`src/hdl/ksl_prefix.sv`:
```
// ---------------------------------------------------------------------------
// ksl_prefix: parallel prefix OR
// Bit i of the result is set when any input bit at or below i is set.
// Built as a log-depth tree so the first-match decision stays shallow.
// ---------------------------------------------------------------------------
module ksl_prefix #(
  parameter int WIDTH = 64
) (
  input  logic [WIDTH-1:0] din,
  output logic [WIDTH-1:0] dout
);

  localparam int LEVELS = (WIDTH > 1) ? $clog2(WIDTH) : 1;

  logic [WIDTH-1:0] lvl [LEVELS+1];

  always_comb begin
    lvl[0] = din;
    for (int l = 0; l < LEVELS; l++) begin
      for (int i = 0; i < WIDTH; i++) begin
        if (i >= (1 << l)) begin
          lvl[l+1][i] = lvl[l][i] | lvl[l][i-(1<<l)];
        end else begin
          lvl[l+1][i] = lvl[l][i];
        end
      end
    end
  end

  assign dout = lvl[LEVELS];

endmodule

```
`config.mk`:
```
export PLATFORM = sky130hd
export DESIGN_NAME = ksl_prefix
export DESIGN_NICKNAME = d
export VERILOG_FILES = /design/src/hdl/ksl_prefix.sv
export SDC_FILE = /design/constraint.sdc
export NUM_CORES = 1
export LEC_CHECK = 0
export ABC_CLOCK_PERIOD_IN_PS = 1750
export BUFFER_PORTS_ARGS = -buffer_cell sky130_fd_sc_hd__buf_2
export CORE_UTILIZATION = 31
export DETAILED_ROUTE_END_ITERATION = 7
export PLACE_DENSITY = 0.86
export SYNTH_ARGS = -nofsm -noshare
export SYNTH_HDL_FRONTEND = slang
export SYNTH_SLANG_ARGS = --single-unit
```
`constraint.sdc`:
```
create_clock -name vclk -period 1.75
set_input_delay 0.0875 -clock vclk [all_inputs]
set_output_delay 0.0875 -clock vclk [all_outputs]
set_load 0.05 [all_outputs]
```
* Yosys cells after proc, flatten, opt, wreduce, memory -nomap -nowiden *
Cells that the tools add are included.

word-level totals
  bits in registers = 0

cells by class
  bitwise operators = 321

operators with widths
  operator  count
  OR 1 bit  321

* Depth between registers and ports, before layout *
Gate-level depths: netlist of the first run.

  depth after elaboration = 6
  mapped depth = 5

* Least setup slack after synthesis of the first run *
OpenSTA, ideal clock, no wires.

  kind = input -> output
  from = in din[2]
  to = out dout[42]
  arrival = 1,875 ps
  required time = 1,662 ps
  setup slack = -212 ps
  cell stages on the path = 4
  path through = nor4_4 -> nand3_4 -> nor4_2 -> nand4_1

between the ends
  longest elaborated chain between the ends = 4

ends and longest elaborated chain
  element                 RTL line  RTL
  from (decl)             9         input logic [WIDTH-1:0] din,
  OR 1 bit (3 in series)  22        lvl[l+1][i] = lvl[l][i] | lvl[l][i-(1<<l)];
  net dout[10]            10        output logic [WIDTH-1:0] dout
  OR 1 bit                22
  to (decl)               10

The timed path passes the listed nets, and every way through them passes these cells.

* Final worst setup path of the first run *
  from = in din[7]
  to = out dout[31]

between the ends
  longest elaborated chain between the ends = 5

ends and longest elaborated chain
  element                 RTL line
  OR 1 bit (5 in series)  22

Every way passes these cells.

==> metrics, run 1 <==
clock buf count=0; global placer's final weighted congestion=0.775; Hold Vio Cnt, Final=0; DRT Wirelength=4050 um; Seq/Total Area, Yosys=0; CP max FO=7; worst relative slew slack=0.704; input/output buffers=128; dpl ws=-19.5 ps; diode count=0; # IOs=128; final setup fails=0; NetSw=110 uW; layout cells sized above 1=0.644; DRT antenna net count=0; Die ar.=2880 sq um; Max IR drop VDD=133 uV; Layout Area Growth over Synthesis=125%; commonest non-fill, non-tap cell in the layout=buf_2; switching fraction of total power=0.544; period utilization=0.973; Fill cells=223; Fin Setup TNS=0 ps; die height=53.7 um; P_leak=0.000753 uW; Avg Inst Size Synth=6.13 sq um; post-synth cell types=25; required time worst endpoint=1660 ps; total chip power=203 uW; status=finished, final reports clean; Clk pwr share=0; Flop pwr share=0; Worst EP arrival=1610 ps; DR vias=1,634; post-route setup slack=47.9 ps; measured slew at the worst slew-check pin=440 ps; Int Power=92.4 uW; Initial DRC Count=10; Std-Cell Rows=18; Synth Warn #=0; Comb pwr share=1.000; min Tclk post-route=1700 ps; initial antenna violation count=0; total core area=2500 sq um; Slew Limit Fails=0; cts hold-fix bufs=0; DRC Markers=0; synthesized cell area=827 sq um; Crit Path Class=input port to primary output; global-route wire length before repair=5150 um; Max Freq=588 MHz; Post-Syn Instances=135; RSZ-0062 raised after global routing=true; crit start category=input port; Mapped Nets=199; commonest non-fill, non-tap cells in the layout=buf_2, nor2_1, buf_4; hpwl dp=3130 um; HP Class=input port to primary output; post-layout util=0.743; initial core utilization=0.331; Pwr Density=109 nW/um^2; DR pass1 iterations=4; Layout Nets=350; sequential cell count=0; die width=53.7 um; routed length per instance=12.9 um; Max-Cap Viols=0; CP endpoint kind=primary output; hold slack=483 ps; FF/Latch Area=0 sq um; grt ovf=0; GRT Total Usage=0.233; largest net degree at the start of global routing=27; Vias/cell=5.20; vias in the first global route=1,293
power groups by stage:
stage               Combinational (uW)  Clock (uW)  Sequential [uW]
floorplan                         61.4           0                0
global placement                   177           0                0
detailed placement                 181           0                0
CTS                                185           0                0
global route                       216           0                0
finish                             203           0                0
worst max-delay path, cell delays in order:
cell       delay, ps
buf_6            100
nor4_4           380
nand3_4          170
nor4b_4          280
buf_6            170
clkbuf_16        150
nand2_2           50
buf_2            220
Yosys cell counts (all sizes together):
cell | instances | area [sq um]
nor4 | 12 | 133
nand3 | 16 | 92.6
buf | 3 | 30.0
nor3 | 8 | 40.0
or2 | 6 | 37.5
nor2 | 26 | 100
nor2b | 3 | 18.8
nand4b | 5 | 43.8
or4 | 2 | 15.0
inv | 5 | 18.8
or3 | 10 | 62.6
and3b | 1 | 8.76
nand3b | 3 | 22.5
nand2b | 2 | 12.5
nand4 | 8 | 50.1
nor4b | 3 | 56.3
and2 | 1 | 6.26
nand2 | 21 | 78.8
final cells by class:
type | count | area, sq um | area share
repair buffers | 152 | 920 | 0.495
well taps | 30 | 37.5 | 0.0202
multi-input cells | 127 | 881 | 0.474
inverters | 5 | 18.8 | 0.0101
per-stage QoR:
step | cells | instance area (sq um)
finish | 314 | 1860
global route | 314 | 1860
CTS | 309 | 1700
global placement | 309 | 1680
floorplan | 135 | 876
detailed placement | 309 | 1680
worst paths after layout:
kind  startpoint        to  slack [ps]  cells past startpoint
min       din[0]   dout[0]         480                      2
max       din[7]  dout[31]          50                      8
kinds of logic (layout without fill, tap and decap cells):
| family | Yosys count | count (layout) | share of synthesized area |
|---|---|---|---|
| buffers and inverters | 8 | 157 | 0.0590 |
| AND/OR/NAND/NOR | 127 | 127 | 0.941 |
routing by layer:
layer	vias to the layer above	track usage	part of all wire	routed length, um
li1	806	-	-	-
met1	746	0.239	0.35	1430
met2	78	0.517	0.56	2280
met3	4	0.0113	0.074	298
met4	0	0.0132	0.0082	33
met5	-	0	0	0
timing repair:
item	CTS	global route
setup endpoints to repair	2	23
gates cloned	0	3
gates resized for setup	3	26
pin swaps	0	6
setup buffers	0	2
Note: power is estimated with default switching activity, not from simulation.
==> run 2, diff against run 1 <==
--- a/config.mk
+++ b/config.mk
@@ -10,6 +10,7 @@
 export CORE_UTILIZATION = 31
 export DETAILED_ROUTE_END_ITERATION = 7
 export PLACE_DENSITY = 0.86
+export REMOVE_ABC_BUFFERS = 1
 export SYNTH_ARGS = -nofsm -noshare
 export SYNTH_HDL_FRONTEND = slang
 export SYNTH_SLANG_ARGS = --single-unit
==> run 2 against run 1 <==
Critical path depth did not move. Combinational power fell by 5%. Via count fell by 2.6%. Highest routed layer is now met3. Total power fell by 5.4%. Cell area fell by 6.6%. Core utilization fell by 4.9 points. Flip-flop and latch count did not move. Non-clock buffer count fell by 3. Fmax rose by 2.2%. Cell count fell by 0.96%. Sequential share of layout area did not move. Worst setup slack improved by 37 ps.
==> metrics, run 2 (synthesis gave the netlist of run 1 again) <==
initial antenna violation count=0; crit start category=input port; layout cells sized above 1=0.609; Vias/cell=5.12; Hold Path End=dout[0]; die width=53.7 um; input/output buffers=128; switching fraction of total power=0.536; DR pass1 iterations=4; Max IR drop VDD=134 uV; measured slew at the worst slew-check pin=447 ps; HP Class=input port to primary output; largest net degree at the start of global routing=27; CP max FO=13; final setup fails=0; Comb pwr share=1.000; post-route setup slack=84.5 ps; design area=1730 sq um; Crit Path Class=input port to primary output; min Tclk post-route=1670 ps; FF/Latch Area=0 sq um; total core area=2500 sq um; required time worst endpoint=1660 ps; Met1 Wirelength=1380 um; worst-path cell chain=buf_2, nor4_4, nand3_4, nor4b_4, buf_4, clkbuf_16, nand3_1, buf_2; Hold Path Depth=2; P_leak=0.000692 uW; dpl ws=20.7 ps; Worst EP arrival=1580 ps; Die ar.=2880 sq um; Std-Cell Rows=18; cell mode on critical path=buf_2; Slew Limit Fails=0; cts hold-fix bufs=0; DR vias=1,592; DRT Wirelength=3610 um; Fill cells=237; Pwr Density=110 nW/um^2; metal2 WL=1930 um; die height=53.7 um; placed insts=308; Max Freq=600 MHz; initial core utilization=0.331; sequential cell count=0; commonest non-fill, non-tap cell in the layout=buf_2; hold slack=510 ps; Max-Cap Viols=0; Int Power=89.0 uW; grt ovf=0; Layout Area Growth over Synthesis=110%; Clk pwr share=0; # IOs=128; CP endpoint kind=primary output; top layer in use=met3; Layout Nets=347; routed length per instance=11.6 um; Critical Path Max Stage Delay=360 ps; Slowest cell on crit path=nor4_4; NetSw=103 uW; DRC Markers=0; hold path startpoint=din[0]; worst relative slew slack=0.700; vias in the first global route=1,205; diode count=0; Layout Cells excl Fill=311; period utilization=0.952; Flop pwr share=0; Hold Vio Cnt, Final=0; status=finished, final reports clean; hpwl dp=3010 um; DRT antenna net count=0; clock buf count=0; GRT Total Usage=0.219; metal3 WL=294 um; global-route wire length before repair=4890 um; commonest non-fill, non-tap cells in the layout=buf_2, nor2_1, buf_4; Post-Place Cell Area=1620 sq um; Initial DRC Count=21; global placer's final weighted congestion=0.723
-- run 2: cell types whose count changed in the layout (fill, tap and decap cells not counted), sizes merged --
cell    change
clkbuf      -1
buf         -2
-- run 2: how the worst max path moves through the flow --
stage | endpoint | cells after the start | startpoint | slack (ps)
floorplan | dout[48] | 4 | din[2] | -640
global placement | dout[54] | 7 | din[28] | 60
detailed placement | dout[47] | 7 | din[1] | 20
CTS | dout[47] | 7 | din[1] | 9
global route | dout[54] | 9 | din[22] | -30
finish | dout[53] | 8 | din[7] | 80
-- run 2: power by group through the flow --
stage	logic [uW]	clock network (uW)	registers, uW
3_3_place_gp	175	0	0
6_report	192	0	0
5_1_grt	207	0	0
4_1_cts	179	0	0
3_5_place_dp	179	0	0
2_1_floorplan	54.1	0	0
-- run 2: layout make-up --
cell class	instances	area, sq um	share of cell area
Timing Repair Buffer	149	853	0.492
Inverter	5	18.8	0.0108
Tap cell	30	37.5	0.0216
Multi-Input combinational cell	127	825	0.475
-- run 2: per-layer routing --
metal,global-route usage,vias to the layer above
met1,0.241,711
li1,-,798
met3,0.0113,0
met5,0,-
met4,0.0132,0
met2,0.463,83
-- run 2: stage by stage --
| stage | utilization | total power [uW] | setup TNS (ps) |
|---|---|---|---|
| after CTS | 0.649 | 179 | 0 |
| after global routing | 0.694 | 207 | -224 |
| after floorplan | - | 54.1 | -15030 |
| after global placement | 0.649 | 175 | 0 |
| after detailed placement | 0.649 | 179 | 0 |
| final | 0.694 | 192 | 0 |
-- run 2: critical path: cells and delay by family --
| family | cells | cell delay [ps] |
|---|---|---|
| buf+inv | 4 | 650 |
| simple gates | 4 | 820 |
-- run 2: what timing repair did --
action | 4_1_cts | 5_1_grt
setup endpoints to repair | 0 | 27
gates resized for setup | 0 | 22
setup buffers | 0 | 2
