<file path="src/hdl/ksl_pkg.sv">
// ---------------------------------------------------------------------------
// ksl_pkg: shared types and codes for the keyed sequential list
// Operation codes, result status codes, sequencer states and the control
// bundle that the top level sends to every cell of the chain.
// ---------------------------------------------------------------------------
package ksl_pkg;

  localparam int KEY_W  = 64;
  localparam int DL_W   = 16;
  localparam int MODE_W = 2;
  localparam int POS_W  = 6;
  localparam int STAT_W = 3;
  localparam int CNTO_W = 7;

  localparam logic [MODE_W-1:0] MODE_INSERT = 2'd0;
  localparam logic [MODE_W-1:0] MODE_REMOVE = 2'd1;
  // Any mode with this bit set is a read.
  localparam int MODE_READ_BIT = 1;

  localparam logic [STAT_W-1:0] STAT_INSERTED  = 3'd0;
  localparam logic [STAT_W-1:0] STAT_FULL      = 3'd1;
  localparam logic [STAT_W-1:0] STAT_REMOVED   = 3'd2;
  localparam logic [STAT_W-1:0] STAT_NOT_FOUND = 3'd3;
  localparam logic [STAT_W-1:0] STAT_READ_OK   = 3'd4;
  localparam logic [STAT_W-1:0] STAT_EMPTY     = 3'd5;

  typedef enum logic {
    S_IDLE,
    S_BUSY
  } seq_state_t;

  typedef struct packed {
    logic capture;  // sample the compare and read-select results
    logic load;     // write the item's key and deadline into this cell
    logic shift;    // take the contents of the next cell up
  } cell_ctl_t;

endpackage

</file>
<file path="src/hdl/ksl_cell.sv">
// ---------------------------------------------------------------------------
// ksl_cell: one position of the list
// Holds one key and deadline, compares its key against the item's key,
// offers its contents when its position is read, and shifts down from its
// upper neighbor when an entry at or below it is removed.
// ---------------------------------------------------------------------------
module ksl_cell
  import ksl_pkg::*;
#(
  parameter int INDEX = 0,
  parameter int CNT_W = 7
) (
  input  logic             clk,
  input  cell_ctl_t        ctl,
  input  logic [CNT_W-1:0] count,
  input  logic [KEY_W-1:0] cmp_key,
  input  logic [DL_W-1:0]  new_deadline,
  input  logic [POS_W-1:0] position,
  input  logic [KEY_W-1:0] nb_key,
  input  logic [DL_W-1:0]  nb_deadline,
  output logic [KEY_W-1:0] ent_key,
  output logic [DL_W-1:0]  ent_deadline,
  output logic             hit,
  output logic             rd_sel,
  output logic [KEY_W-1:0] rd_key,
  output logic [DL_W-1:0]  rd_deadline
);

  logic occupied;
  logic pos_match;

  assign occupied  = 32'(count) > 32'(INDEX);
  assign pos_match = occupied && ({26'd0, position} == 32'(INDEX));

  always_ff @(posedge clk) begin
    if (ctl.capture) begin
      hit         <= occupied && (ent_key == cmp_key);
      rd_sel      <= pos_match;
      rd_key      <= ent_key & {KEY_W{pos_match}};
      rd_deadline <= ent_deadline & {DL_W{pos_match}};
    end
  end

  always_ff @(posedge clk) begin
    if (ctl.load) begin
      ent_key      <= cmp_key;
      ent_deadline <= new_deadline;
    end else if (ctl.shift) begin
      ent_key      <= nb_key;
      ent_deadline <= nb_deadline;
    end
  end

endmodule

</file>
<file path="config.mk">
export PLATFORM = sky130hd
export DESIGN_NAME = ksl_cell
export DESIGN_NICKNAME = d
export VERILOG_FILES = /design/src/hdl/ksl_pkg.sv /design/src/hdl/ksl_cell.sv
export SDC_FILE = /design/constraint.sdc
export NUM_CORES = 1
export LEC_CHECK = 0
export ABC_AREA = 1
export BUFFER_PORTS_ARGS = -buffer_cell sky130_fd_sc_hd__buf_2
export CORE_AREA = 3 3 133 135
export CTS_CLUSTER_DIAMETER = 60
export DETAILED_ROUTE_END_ITERATION = 12
export DIE_AREA = 0 0 136 138
export GPL_TIMING_DRIVEN = 1
export HOLD_SLACK_MARGIN = 0.15
export PLACE_DENSITY_LB_ADDON = 0.05
export RECOVER_POWER = 25
export SLEW_MARGIN = 40
export SYNTH_ARGS = -nofsm -noshare
export SYNTH_HDL_FRONTEND = slang
export SYNTH_SLANG_ARGS = --single-unit
</file>
<file path="constraint.sdc">
create_clock -name clk -period 2.3 [get_ports clk]
set_clock_uncertainty 0.15 [all_clocks]
set_input_delay 0.115 -clock clk [delete_from_list [all_inputs] [get_ports clk]]
set_output_delay 0.115 -clock clk [all_outputs]
set_load 0.02 [all_outputs]
</file>
== Yosys cells after proc, flatten, opt, wreduce, memory -nomap -nowiden ==
Index checks and enable logic that the tools add are counted.

* Reduce and logical (&&, ||, !) cells: 4
* Muxes and demuxes: 4
* Order comparisons: 1
* Eq/ne operators: 1
* Bitwise logic cells: 2

{| class="wikitable"
|+ Operators with widths
! cell !! number
|-
| 64-bit two-way mux || 2
|-
| 64-bit bitwise AND || 1
|-
| 64-bit == test || 1
|-
| 16-bit two-way mux || 2
|-
| 16-bit bitwise AND || 1
|-
| 7-bit by 1-bit greater-than comparator with 1-bit output, second input constant || 1
|-
| 6-bit logical NOT || 1
|-
| 1-bit logical AND || 2
|-
| 2-bit nonzero test || 1
|}

* Flip-flop bits (word level): 162
* Output and inout bits: 162
* Word-level logic and storage cells: 18
* Input bits: 177

== Logic depth before layout (Yosys ltp) ==
Gate-level depths: netlist of the first run.

* Depth in word-level cells: 3
* Gate-level depth with buffers: 10
* Mapped depth without buffers: 10

== Least setup slack after synthesis of the first run ==
No wires, ideal clock.

* Path kind: input port to flip-flop
* Start point: in ctl[1] (netlist bit)
* End point: reg ent_deadline[0] (enable)
* Setup slack: 0.435 ns
* Arrival time: 1.311 ns
* Required time: 1.746 ns
* Setup time: 0.404 ns
* Path buffers: 1
* Stages on the path: 2
* Cells stage by stage: buf_2 > or2_2

* Longest elaborated chain between the ends: 1

{| class="wikitable"
|+ RTL lines
! item !! line !! source
|-
| start, declared || ksl_cell.sv:14 || <nowiki>input cell_ctl_t ctl,</nowiki>
|-
| 2-bit nonzero test (no source line) || n/a ||
|-
| end signal, assigned || ksl_cell.sv:47 || <nowiki>ent_deadline <= new_deadline;</nowiki>
|-
| end signal, assigned || ksl_cell.sv:50 || <nowiki>ent_deadline <= nb_deadline;</nowiki>
|-
| end, declared || ksl_cell.sv:22 || <nowiki>output logic [DL_W-1:0] ent_deadline,</nowiki>
|}

No other way between the ends.
A chain may end at the register's enable or synchronous reset.

== Worst setup path in the final report of the first run ==
* Start point: in nb_key[31]
* End point: reg ent_key[31] (data pin)

* Longest elaborated chain between the ends: 2

{| class="wikitable"
|+ RTL lines
! item !! line !! source
|-
| start, declared || ksl_cell.sv:19 || <nowiki>input logic [KEY_W-1:0] nb_key,</nowiki>
|-
| 64-bit two-way mux || ksl_cell.sv:48 || <nowiki>end else if (ctl.shift) begin</nowiki>
|-
| 64-bit two-way mux || ksl_cell.sv:45 || <nowiki>if (ctl.load) begin</nowiki>
|-
| end signal, assigned || ksl_cell.sv:46 || <nowiki>ent_key <= cmp_key;</nowiki>
|-
| end signal, assigned || ksl_cell.sv:49 || <nowiki>ent_key <= nb_key;</nowiki>
|-
| end, declared || ksl_cell.sv:21 || <nowiki>output logic [KEY_W-1:0] ent_key,</nowiki>
|}

No other way between the ends. The select of a mux whose other input is x is not followed.

==> flow_metrics.tcl, run 1 <==
set metrics [dict create \
    outcome "completed" \
    gp_congestion 0.821 \
    cp_max_fo 1 \
    die_h_um 138 \
    cts_setup_buffers 0 \
    drt_iter0_drc 371 \
    cp.arrival_ns 1.97 \
    dpl_worst_slack_ns 0.542 \
    worst_pin_slew_ns 1.33 \
    nets 1447 \
    fin_crit_ns 1.96 \
    crit_required_ns 2.32 \
    drc 0 \
    rsz0062_at_grt "no" \
    r2r_start "ent_key[20]" \
    clk_pin_slew_ns 0.06 \
    wl_um 24100 \
    dp_hpwl_um 16800 \
    clk_latency_ns 0.42 \
    cts_tree "built" \
    power_leakage_uw 0.00586 \
    vias 7003 \
    yosysWarnings 0 \
    clock_path_buffers 2 \
    grt_max_degree 51 \
    syn_nets 930 \
    ys_seq_area_frac 0.600 \
    max_slew_margin 0.114 \
    synthDistinctLibCells 19 \
    fin_crit_sh 0.850 \
    io_buffers 338 \
    reg2reg_depth 9 \
    start_util 0.489 \
    ant_nets 0 \
    synthCells 753 \
    crit_path_start "nb_key[31]" \
    postSynthAreaPerCell_um2 10.8 \
    grt_use_total 0.257 \
    wl_per_cell_um 16.0 \
    synth_area_um2 8110 \
    numClockSinks 162 \
    critPathKind "in2reg" \
    pin_count 339 \
    max_freq_ghz 0.511 \
    drive_gt1_frac 0.359 \
    postLayoutSetupSlackWorst_ns 0.345 \
    p_per_area_nw_per_um2 659 \
    setup_tns_ns 0 \
    crit_end "ent_key[31]" \
    core_um2 16600 \
    grt-ovfl-total 0 \
    r2r_setup_slack_ns 0.43 \
    hp-class "in2reg" \
    root_buffer "clkbuf_16" \
    areaGrowthSynthToFinish_pct 52.3 \
    rows 47 \
    hold_viol 0 \
    cp-start-kind "input port" \
    routed_via_density 4.65 \
    cp-end-kind "register" \
    grt_pass1_vias 7157 \
    slew_viol_final 0 \
    die_w_um 136 \
    antenna_found_initial 4 \
    n_fill_cell 1237 \
    cap_violations 0 \
    regToRegEndpoint "hit" \
    cts_made_buffers 17 \
    htreeDepth 4 \
    drt_first_pass_iters 5 \
    synth_seq_cells 162 \
    die_area_um2 18800 \
    grt_pass1_wl_um 37200 \
    setup_violations 0 \
    ir_worst_vdd_v 0.000512 \
]
[worst min-delay path by stage]
| stage | startpoint | end | slack [ns] | cells after the start |
|---|---|---|---|---|
| floorplan | ctl[2] | hit | 0.08 | 0 |
| global placement | nb_key[41] | ent_key[41] | 0.23 | 3 |
| detailed placement | nb_key[51] | ent_key[51] | 0.23 | 3 |
| CTS | cmp_key[16] | hit | 0.16 | 6 |
| global route | cmp_key[44] | hit | 0.19 | 6 |
| finish | cmp_key[37] | hit | 0.15 | 6 |
[critical path, cell delays in order]
cell and delay, ns:
dlygate4sd3_1 0.55, buf_2 0.12, nand2_1 0.05, dlygate4sd3_1 0.54, nand2_1 0.04, dlygate4sd3_1 0.55
[cell usage after synthesis (all sizes together)]
cell / n / area, um2
xnor2: 43 / 377
clkbuf: 15 / 56.3
nor4: 1 / 12.5
edfxtp: 162 / 4860
nand3: 3 / 15.0
nor3: 1 / 5.00
or2: 2 / 15.0
nor2: 101 / 972
nand2: 283 / 1060
buf: 11 / 190
o21ai: 20 / 100
and3: 1 / 6.26
inv: 103 / 387
nand4: 6 / 37.5
xor2: 1 / 8.76
[cells in the final DEF, fill, tap and decap left out, drive strengths merged, types with 2 or more instances in the layout]
| cell type | synthesis | final |
|---|---|---|
| clkinvlp | 0 | 2 |
| nand3 | 3 | 3 |
| diode | 0 | 4 |
| buf | 11 | 347 |
| clkinv | 0 | 6 |
| nand2 | 283 | 283 |
| dlygate4sd3 | 0 | 168 |
| nor2 | 101 | 101 |
| bufinv | 0 | 3 |
| clkbuf | 15 | 26 |
| xnor2 | 43 | 43 |
| inv | 103 | 107 |
| or2 | 2 | 2 |
| nand4 | 6 | 6 |
| o21ai | 20 | 20 |
| edfxtp | 162 | 162 |
[logic make-up after synthesis]
group | synth area share
AND/OR/NAND/NOR | 0.262
flip-flops | 0.600
buffers and inverters | 0.0781
XOR/XNOR | 0.0475
AO/OA/AOI/OAI | 0.0123
[flip-flops by register name, summed over array words and instances (netlist names)]
| register | count |
|---|---|
| ent_deadline | 16 |
| ent_key | 64 |
| hit | 1 |
| rd_deadline | 16 |
| rd_key | 64 |
| rd_sel | 1 |
[power by group]
part / leakage (uW) / total, uW / switching (uW) / internal (uW)
Sequential: 0.00170 / 3630 / 150 / 3480
Combinational: 0.00387 / 1590 / 901 / 684
Clock: 0.000292 / 2920 / 1200 / 1720
[final cells by class]
| type | count | area, um2 | area share |
|---|---|---|---|
| Clock buffer | 17 | 425 | 0.0344 |
| Sequential cell | 162 | 4860 | 0.394 |
| Tap cell | 220 | 275 | 0.0223 |
| Timing Repair Buffer | 524 | 3600 | 0.291 |
| Antenna cell | 4 | 10.0 | 0.000810 |
| Inverter | 103 | 388 | 0.0314 |
| Clock inverter | 15 | 180 | 0.0146 |
| Multi-Input combinational cell | 462 | 2610 | 0.211 |
[metrics by stage]
| stage | total power (uW) | utilization | hold WS [ns] | instances | instance area (um2) |
|---|---|---|---|---|---|
| floorplan | 4420 | - | 0.0775 | 753 | 8110 |
| global placement | 4980 | 0.607 | 0.229 | 1303 | 10100 |
| detailed placement | 4990 | 0.607 | 0.230 | 1303 | 10100 |
| CTS | 8190 | 0.745 | 0.155 | 1503 | 12400 |
| global route | 8470 | 0.745 | 0.192 | 1507 | 12400 |
| finish | 8140 | 0.745 | 0.148 | 1507 | 12400 |
[per-layer routing]
layer | vias to the layer above | wire length, um | global-route usage
li1 | 3388 | - | -
met1 | 3257 | 8990 | 0.292
met2 | 302 | 12200 | 0.451
met3 | 56 | 2030 | 0.0741
met4 | 0 | 890 | 0.104
met5 | - | 0 | 0
[timing repair]
action	in CTS	in global routing
endpoints found under the hold margin	109	0
resized for setup	0	0
hold buffers	168	0
endpoints found under the setup margin	0	0
Note: power is estimated with default switching activity, not from simulation.
==> run 2: changes to the inputs <==
--- a/config.mk
+++ b/config.mk
@@ -7,10 +7,11 @@
 export LEC_CHECK = 0
 export ABC_AREA = 1
 export BUFFER_PORTS_ARGS = -buffer_cell sky130_fd_sc_hd__buf_2
-export CORE_AREA = 3 3 133 135
+export CORE_AREA = 3 3 132 134
+export CTS_BUF_LIST = sky130_fd_sc_hd__clkbuf_4
 export CTS_CLUSTER_DIAMETER = 60
 export DETAILED_ROUTE_END_ITERATION = 12
-export DIE_AREA = 0 0 136 138
+export DIE_AREA = 0 0 135 137
 export GPL_TIMING_DRIVEN = 1
 export HOLD_SLACK_MARGIN = 0.15
 export PLACE_DENSITY_LB_ADDON = 0.05
==> run 2 against run 1 <==
Compared with the run above:
- register-to-register slack worse by 0.27 ns
- sequential power about the same
- die area down 1.5%
- worst hold slack improved by 0.038 ns
- critical path type unchanged
- power fell by 13%
- the flow now finishes with violations (max-capacitance violations, max-slew violations, negative setup slack)
- maximum frequency fell by 15%
- core utilization up 4.0 points
- critical path depth grew 3
==> flow_metrics.tcl, run 2 (synthesized netlist as in run 1, its figures left out) <==
set metrics [dict create \
    outcome "finished, violations left" \
    violations "max-capacitance violations, max-slew violations, negative setup slack" \
    postLayoutSetupSlackWorst_ns -0.0116 \
    cp-start-kind "input port" \
    dpl_cell_area_um2 10000 \
    cts_made_buffers 17 \
    die_h_um 137 \
    grt-ovfl-total 0 \
    die_area_um2 18500 \
    worst_pin_slew_ns 1.53 \
    cp-end-kind "register" \
    htreeDepth 4 \
    grt_max_degree 45 \
    setup_violations 1 \
    root_buffer "clkbuf_4" \
    critPathKind "in2reg" \
    grt_use_total 0.284 \
    max_slew_margin -0.0190 \
    hold_viol 0 \
    vias 7494 \
    layout_common_cells "buf_2, nand2_1, dlygate4sd3_1" \
    pin_count 339 \
    areaGrowthSynthToFinish_pct 58.8 \
    wl_per_cell_um 16.5 \
    grt_pass1_vias 7627 \
    setup_tns_ns -0.0116 \
    antenna_found_initial 4 \
    grt_pass1_wl_um 39900 \
    routed_via_density 4.71 \
    clock_path_buffers 2 \
    whs_path_depth 3 \
    gp_congestion 0.857 \
    cts.repair.resized 0 \
    drt_first_pass_iters 5 \
    fin_crit_ns 2.31 \
    start_util 0.494 \
    worstHoldStart "ctl[1]" \
    crit_path_start "position[4]" \
    dpl_worst_slack_ns 0.653 \
    rows 47 \
    crit_required_ns 2.60 \
    ir_worst_vdd_v 0.000299 \
    cts_tree "built" \
    reg_top3 "ent_key (64), rd_key (64)" \
    p_per_area_nw_per_um2 552 \
    io_buffers 338 \
    drive_gt1_frac 0.344 \
    reg2reg_depth 10 \
    ant_nets 0 \
    clk_pin_slew_ns 0.15 \
    rsz0062_at_grt "no" \
    numClockSinks 162 \
    wl_um 26200 \
    power_leakage_uw 0.00605 \
    layout_commonest_cell "buf_2" \
    dp_hpwl_um 16400 \
    core_um2 16400 \
    hp-class "in2reg" \
    stdcell_area_um2 12900 \
    cap_violations 2 \
    cp.arrival_ns 2.62 \
    cp_max_fo 10 \
    nets 1532 \
    die_w_um 135 \
    slew_viol_final 45 \
    clk_latency_ns 0.57 \
    r2r_start "ent_key[56]" \
    max_freq_ghz 0.433 \
    drc 0 \
    fin_crit_sh 1.01 \
    drt_iter0_drc 418 \
    finalPower_uw 7110 \
]
run 2: timing repair:
| action | CTS | global route |
|---|---|---|
| hold endpoints to repair | 206 | 0 |
| setup buffers | 0 | 9 |
| hold buffers | 262 | 0 |
| endpoints found under the setup margin | 0 | 14 |
run 2: through the flow:
| stage | util | cells | hold WS [ns] |
|---|---|---|---|
| after floorplan | - | 753 | 0.0775 |
| after global placement | 0.612 | 1298 | 0.230 |
| after detailed placement | 0.612 | 1298 | 0.232 |
| after CTS | 0.789 | 1592 | 0.154 |
| final | 0.785 | 1592 | 0.186 |
| after global routing | 0.785 | 1592 | 0.164 |
run 2: layout make-up:
type / instances / area [um2]
Clock buffer: 17 / 128
Sequential cell: 162 / 4860
Multi-Input combinational cell: 462 / 2610
Fill cell: 1057 / 3530
Inverter: 103 / 388
Clock inverter: 15 / 159
Antenna cell: 4 / 10.0
Tap cell: 220 / 275
Timing Repair Buffer: 609 / 4440
run 2: final timing paths:
path,to,slack [ns]
setup / recovery,rd_key[30],-0.01
hold / removal,ent_key[54],0.19
hold reg to reg,rd_deadline[11],0.46
setup reg to reg,hit,0.16
run 2: layer usage:
layer  track usage  share of wire  wire length (um)
met3        0.0735          0.080              2110
met2         0.500           0.51             13400
met5             0              0                 0
met1         0.325           0.37              9670
met4         0.131          0.041              1070
run 2: critical path: stages:
cell and delay (ns):
dlygate4sd3_1 0.54, buf_2 0.13, nor4_2 0.13, dlygate4sd3_1 0.59
nand2_1 0.06, or2_4 0.28, buf_12 0.16, nor2_4 0.06
dlygate4sd3_1 0.55
run 2: report_power, final:
group / switching, uW / internal (uW) / leakage [uW]
sequential: 145 / 3480 / 0.00170
clock: 1080 / 656 / 0.000146
combinational: 949 / 806 / 0.00420
total: 2170 / 4940 / 0.00605
==> run 3: changes to the inputs <==
--- a/config.mk
+++ b/config.mk
@@ -7,11 +7,11 @@
 export LEC_CHECK = 0
 export ABC_AREA = 1
 export BUFFER_PORTS_ARGS = -buffer_cell sky130_fd_sc_hd__buf_2
-export CORE_AREA = 3 3 132 134
+export CORE_AREA = 8 8 137 139
 export CTS_BUF_LIST = sky130_fd_sc_hd__clkbuf_4
 export CTS_CLUSTER_DIAMETER = 60
 export DETAILED_ROUTE_END_ITERATION = 12
-export DIE_AREA = 0 0 135 137
+export DIE_AREA = 0 0 145 147
 export GPL_TIMING_DRIVEN = 1
 export HOLD_SLACK_MARGIN = 0.15
 export PLACE_DENSITY_LB_ADDON = 0.05
==> run 3 against run 2 <==
Compared with the run above:
- the flow now finishes without violations
- critical path depth unchanged
- routed wire length is 0.98% lower
- design area shrank 3.2%
- power is 0.67% higher
- worst setup slack gained 0.042 ns
- largest power group unchanged
- maximum frequency is 1.8% higher
- sequential cell count stayed put
- critical endpoint is now hit
==> flow_metrics.tcl, run 3 (synthesized netlist as in run 1, its figures left out) <==
set metrics [dict create \
    cts_made_buffers 17 \
    finalPower_uw 7160 \
    clkPwrFrac 0.258 \
    layout_commonest_cell "buf_2" \
    setup_tns_ns 0 \
    die_area_um2 21300 \
    fin_crit_sh 0.987 \
    die_h_um 147 \
    wl_um 26000 \
    wl_per_cell_um 16.7 \
    cp-end-kind "register" \
    cts_tree "built" \
    fin_util 0.744 \
    reg_top3 "ent_key (64), rd_key (64)" \
    hp-class "in2reg" \
    vias 7158 \
    top_usage_layer "met2" \
    cap_violations 0 \
    clk_latency_ns 0.55 \
    nets 1489 \
    crit_path_start "count[5]" \
    dp_hpwl_um 17500 \
    layout_common_cells "buf_2, nand2_1, dlygate4sd3_1" \
    rsz0062_at_grt "no" \
    seq_power_share 0.505 \
    fin_crit_ns 2.27 \
    worst_pin_slew_ns 1.15 \
    grt_use_met3 0.0744 \
    critPathKind "in2reg" \
    antenna_found_initial 2 \
    grt-ovfl-total 0 \
    numClockSinks 162 \
    power_leakage_uw 0.00589 \
    crit_required_ns 2.46 \
    core_um2 16800 \
    pin_count 339 \
    power.switching_uw 2150 \
    clk_pin_slew_ns 0.13 \
    combPwrFrac 0.236 \
    clock_path_buffers 2 \
    use_met2 0.422 \
    drt_first_pass_iters 5 \
    r2r_start "ent_key[40]" \
    cp-start-kind "input port" \
    setup_violations 0 \
    p_per_area_nw_per_um2 574 \
    outcome "completed" \
    worstHoldStart "cmp_key[34]" \
    grt_use_total 0.241 \
    htreeDepth 4 \
    p_int_uw 5010 \
    root_buffer "clkbuf_4" \
    max_freq_ghz 0.441 \
    rows 48 \
    grt_pass1_vias 7613 \
    gp_congestion 0.822 \
    drt_iter0_drc 333 \
    die_w_um 145 \
    grt_util_met1 0.263 \
    io_buffers 338 \
    start_util 0.484 \
    ant_nets 0 \
    cp_max_fo 2 \
    slew_viol_final 0 \
    hold_viol 0 \
    ir_worst_vdd_v 0.000297 \
    p_sw_frac 0.300 \
    routed_via_density 4.61 \
    drc 0 \
    cp.arrival_ns 2.43 \
    grt_max_degree 63 \
    drive_gt1_frac 0.351 \
    max_slew_margin 0.231 \
    areaGrowthSynthToFinish_pct 53.7 \
    grt_pass1_wl_um 40200 \
]
-- run 3: cell types whose count changed in the layout (fill, tap and decap cells not counted), sizes merged --
cell / delta
buf: -17
bufinv: +1
clkbuf: +5
clkinv: -1
clkinvlp: -1
diode: -1
dlygate4sd3: -31
inv: +1
-- run 3: repair_timing --
action / in CTS / in global routing
endpoints found under the hold margin: 164 / 1
buffers inserted: 0 / 0
resized for setup: 0 / 4
endpoints found under the setup margin: 0 / 2
hold buffers: 216 / 3
-- run 3: metal layers --
layer / part of all wire / vias to the layer above
li1: - / 3471
met4: 0.033 / 0
met1: 0.37 / 3314
met5: 0 / -
met3: 0.088 / 44
met2: 0.51 / 329
-- run 3: worst paths after layout --
| check | slack, ns | depth (start not counted) | to |
|---|---|---|---|
| setup / recovery | 0.03 | 9 | hit |
| hold / removal | 0.20 | 11 | hit |
| setup reg to reg | 0.13 | 8 | hit |
| hold reg to reg | 0.44 | 2 | rd_deadline[15] |
-- run 3: area by class of cell --
type,count,area [um2]
fill,1213,4290
clock inverter,15,181
clock buffer,17,128
tap,225,282
timing repair buffer,566,3990
sequential,162,4860
inverter,103,388
antenna,3,7.51
multi-input combinational,462,2620
-- run 3: metrics by stage --
step                worst slack [ns]  instances  hold slack (ns)  instance area (um2)
finish                        0.0304       1553            0.197                12500
global route                 0.00670       1553            0.196                12500
CTS                           0.0656       1548            0.154                12500
detailed placement             0.407       1300            0.233                 9980
global placement               0.427       1300            0.228                 9980
floorplan                      0.435        753           0.0775                 8110
-- run 3: worst max-delay path, cell delays in order --
cell and delay (ns):
dlygate4sd3_1 0.54, buf_2 0.12, nor3_1 0.11, dlygate4sd3_1 0.57, and3_4 0.19, dlygate4sd3_1 0.58, nor2_1 0.07, nand3_1 0.09
nor2_1 0.05
-- run 3: power by group through the flow --
stage	sequential [uW]	clock [uW]	combinational [uW]
2_1_floorplan	3930	0	483
3_3_place_gp	3680	0	1300
3_5_place_dp	3680	0	1300
4_1_cts	3610	1890	1680
5_1_grt	3650	1990	1830
6_report	3620	1850	1690
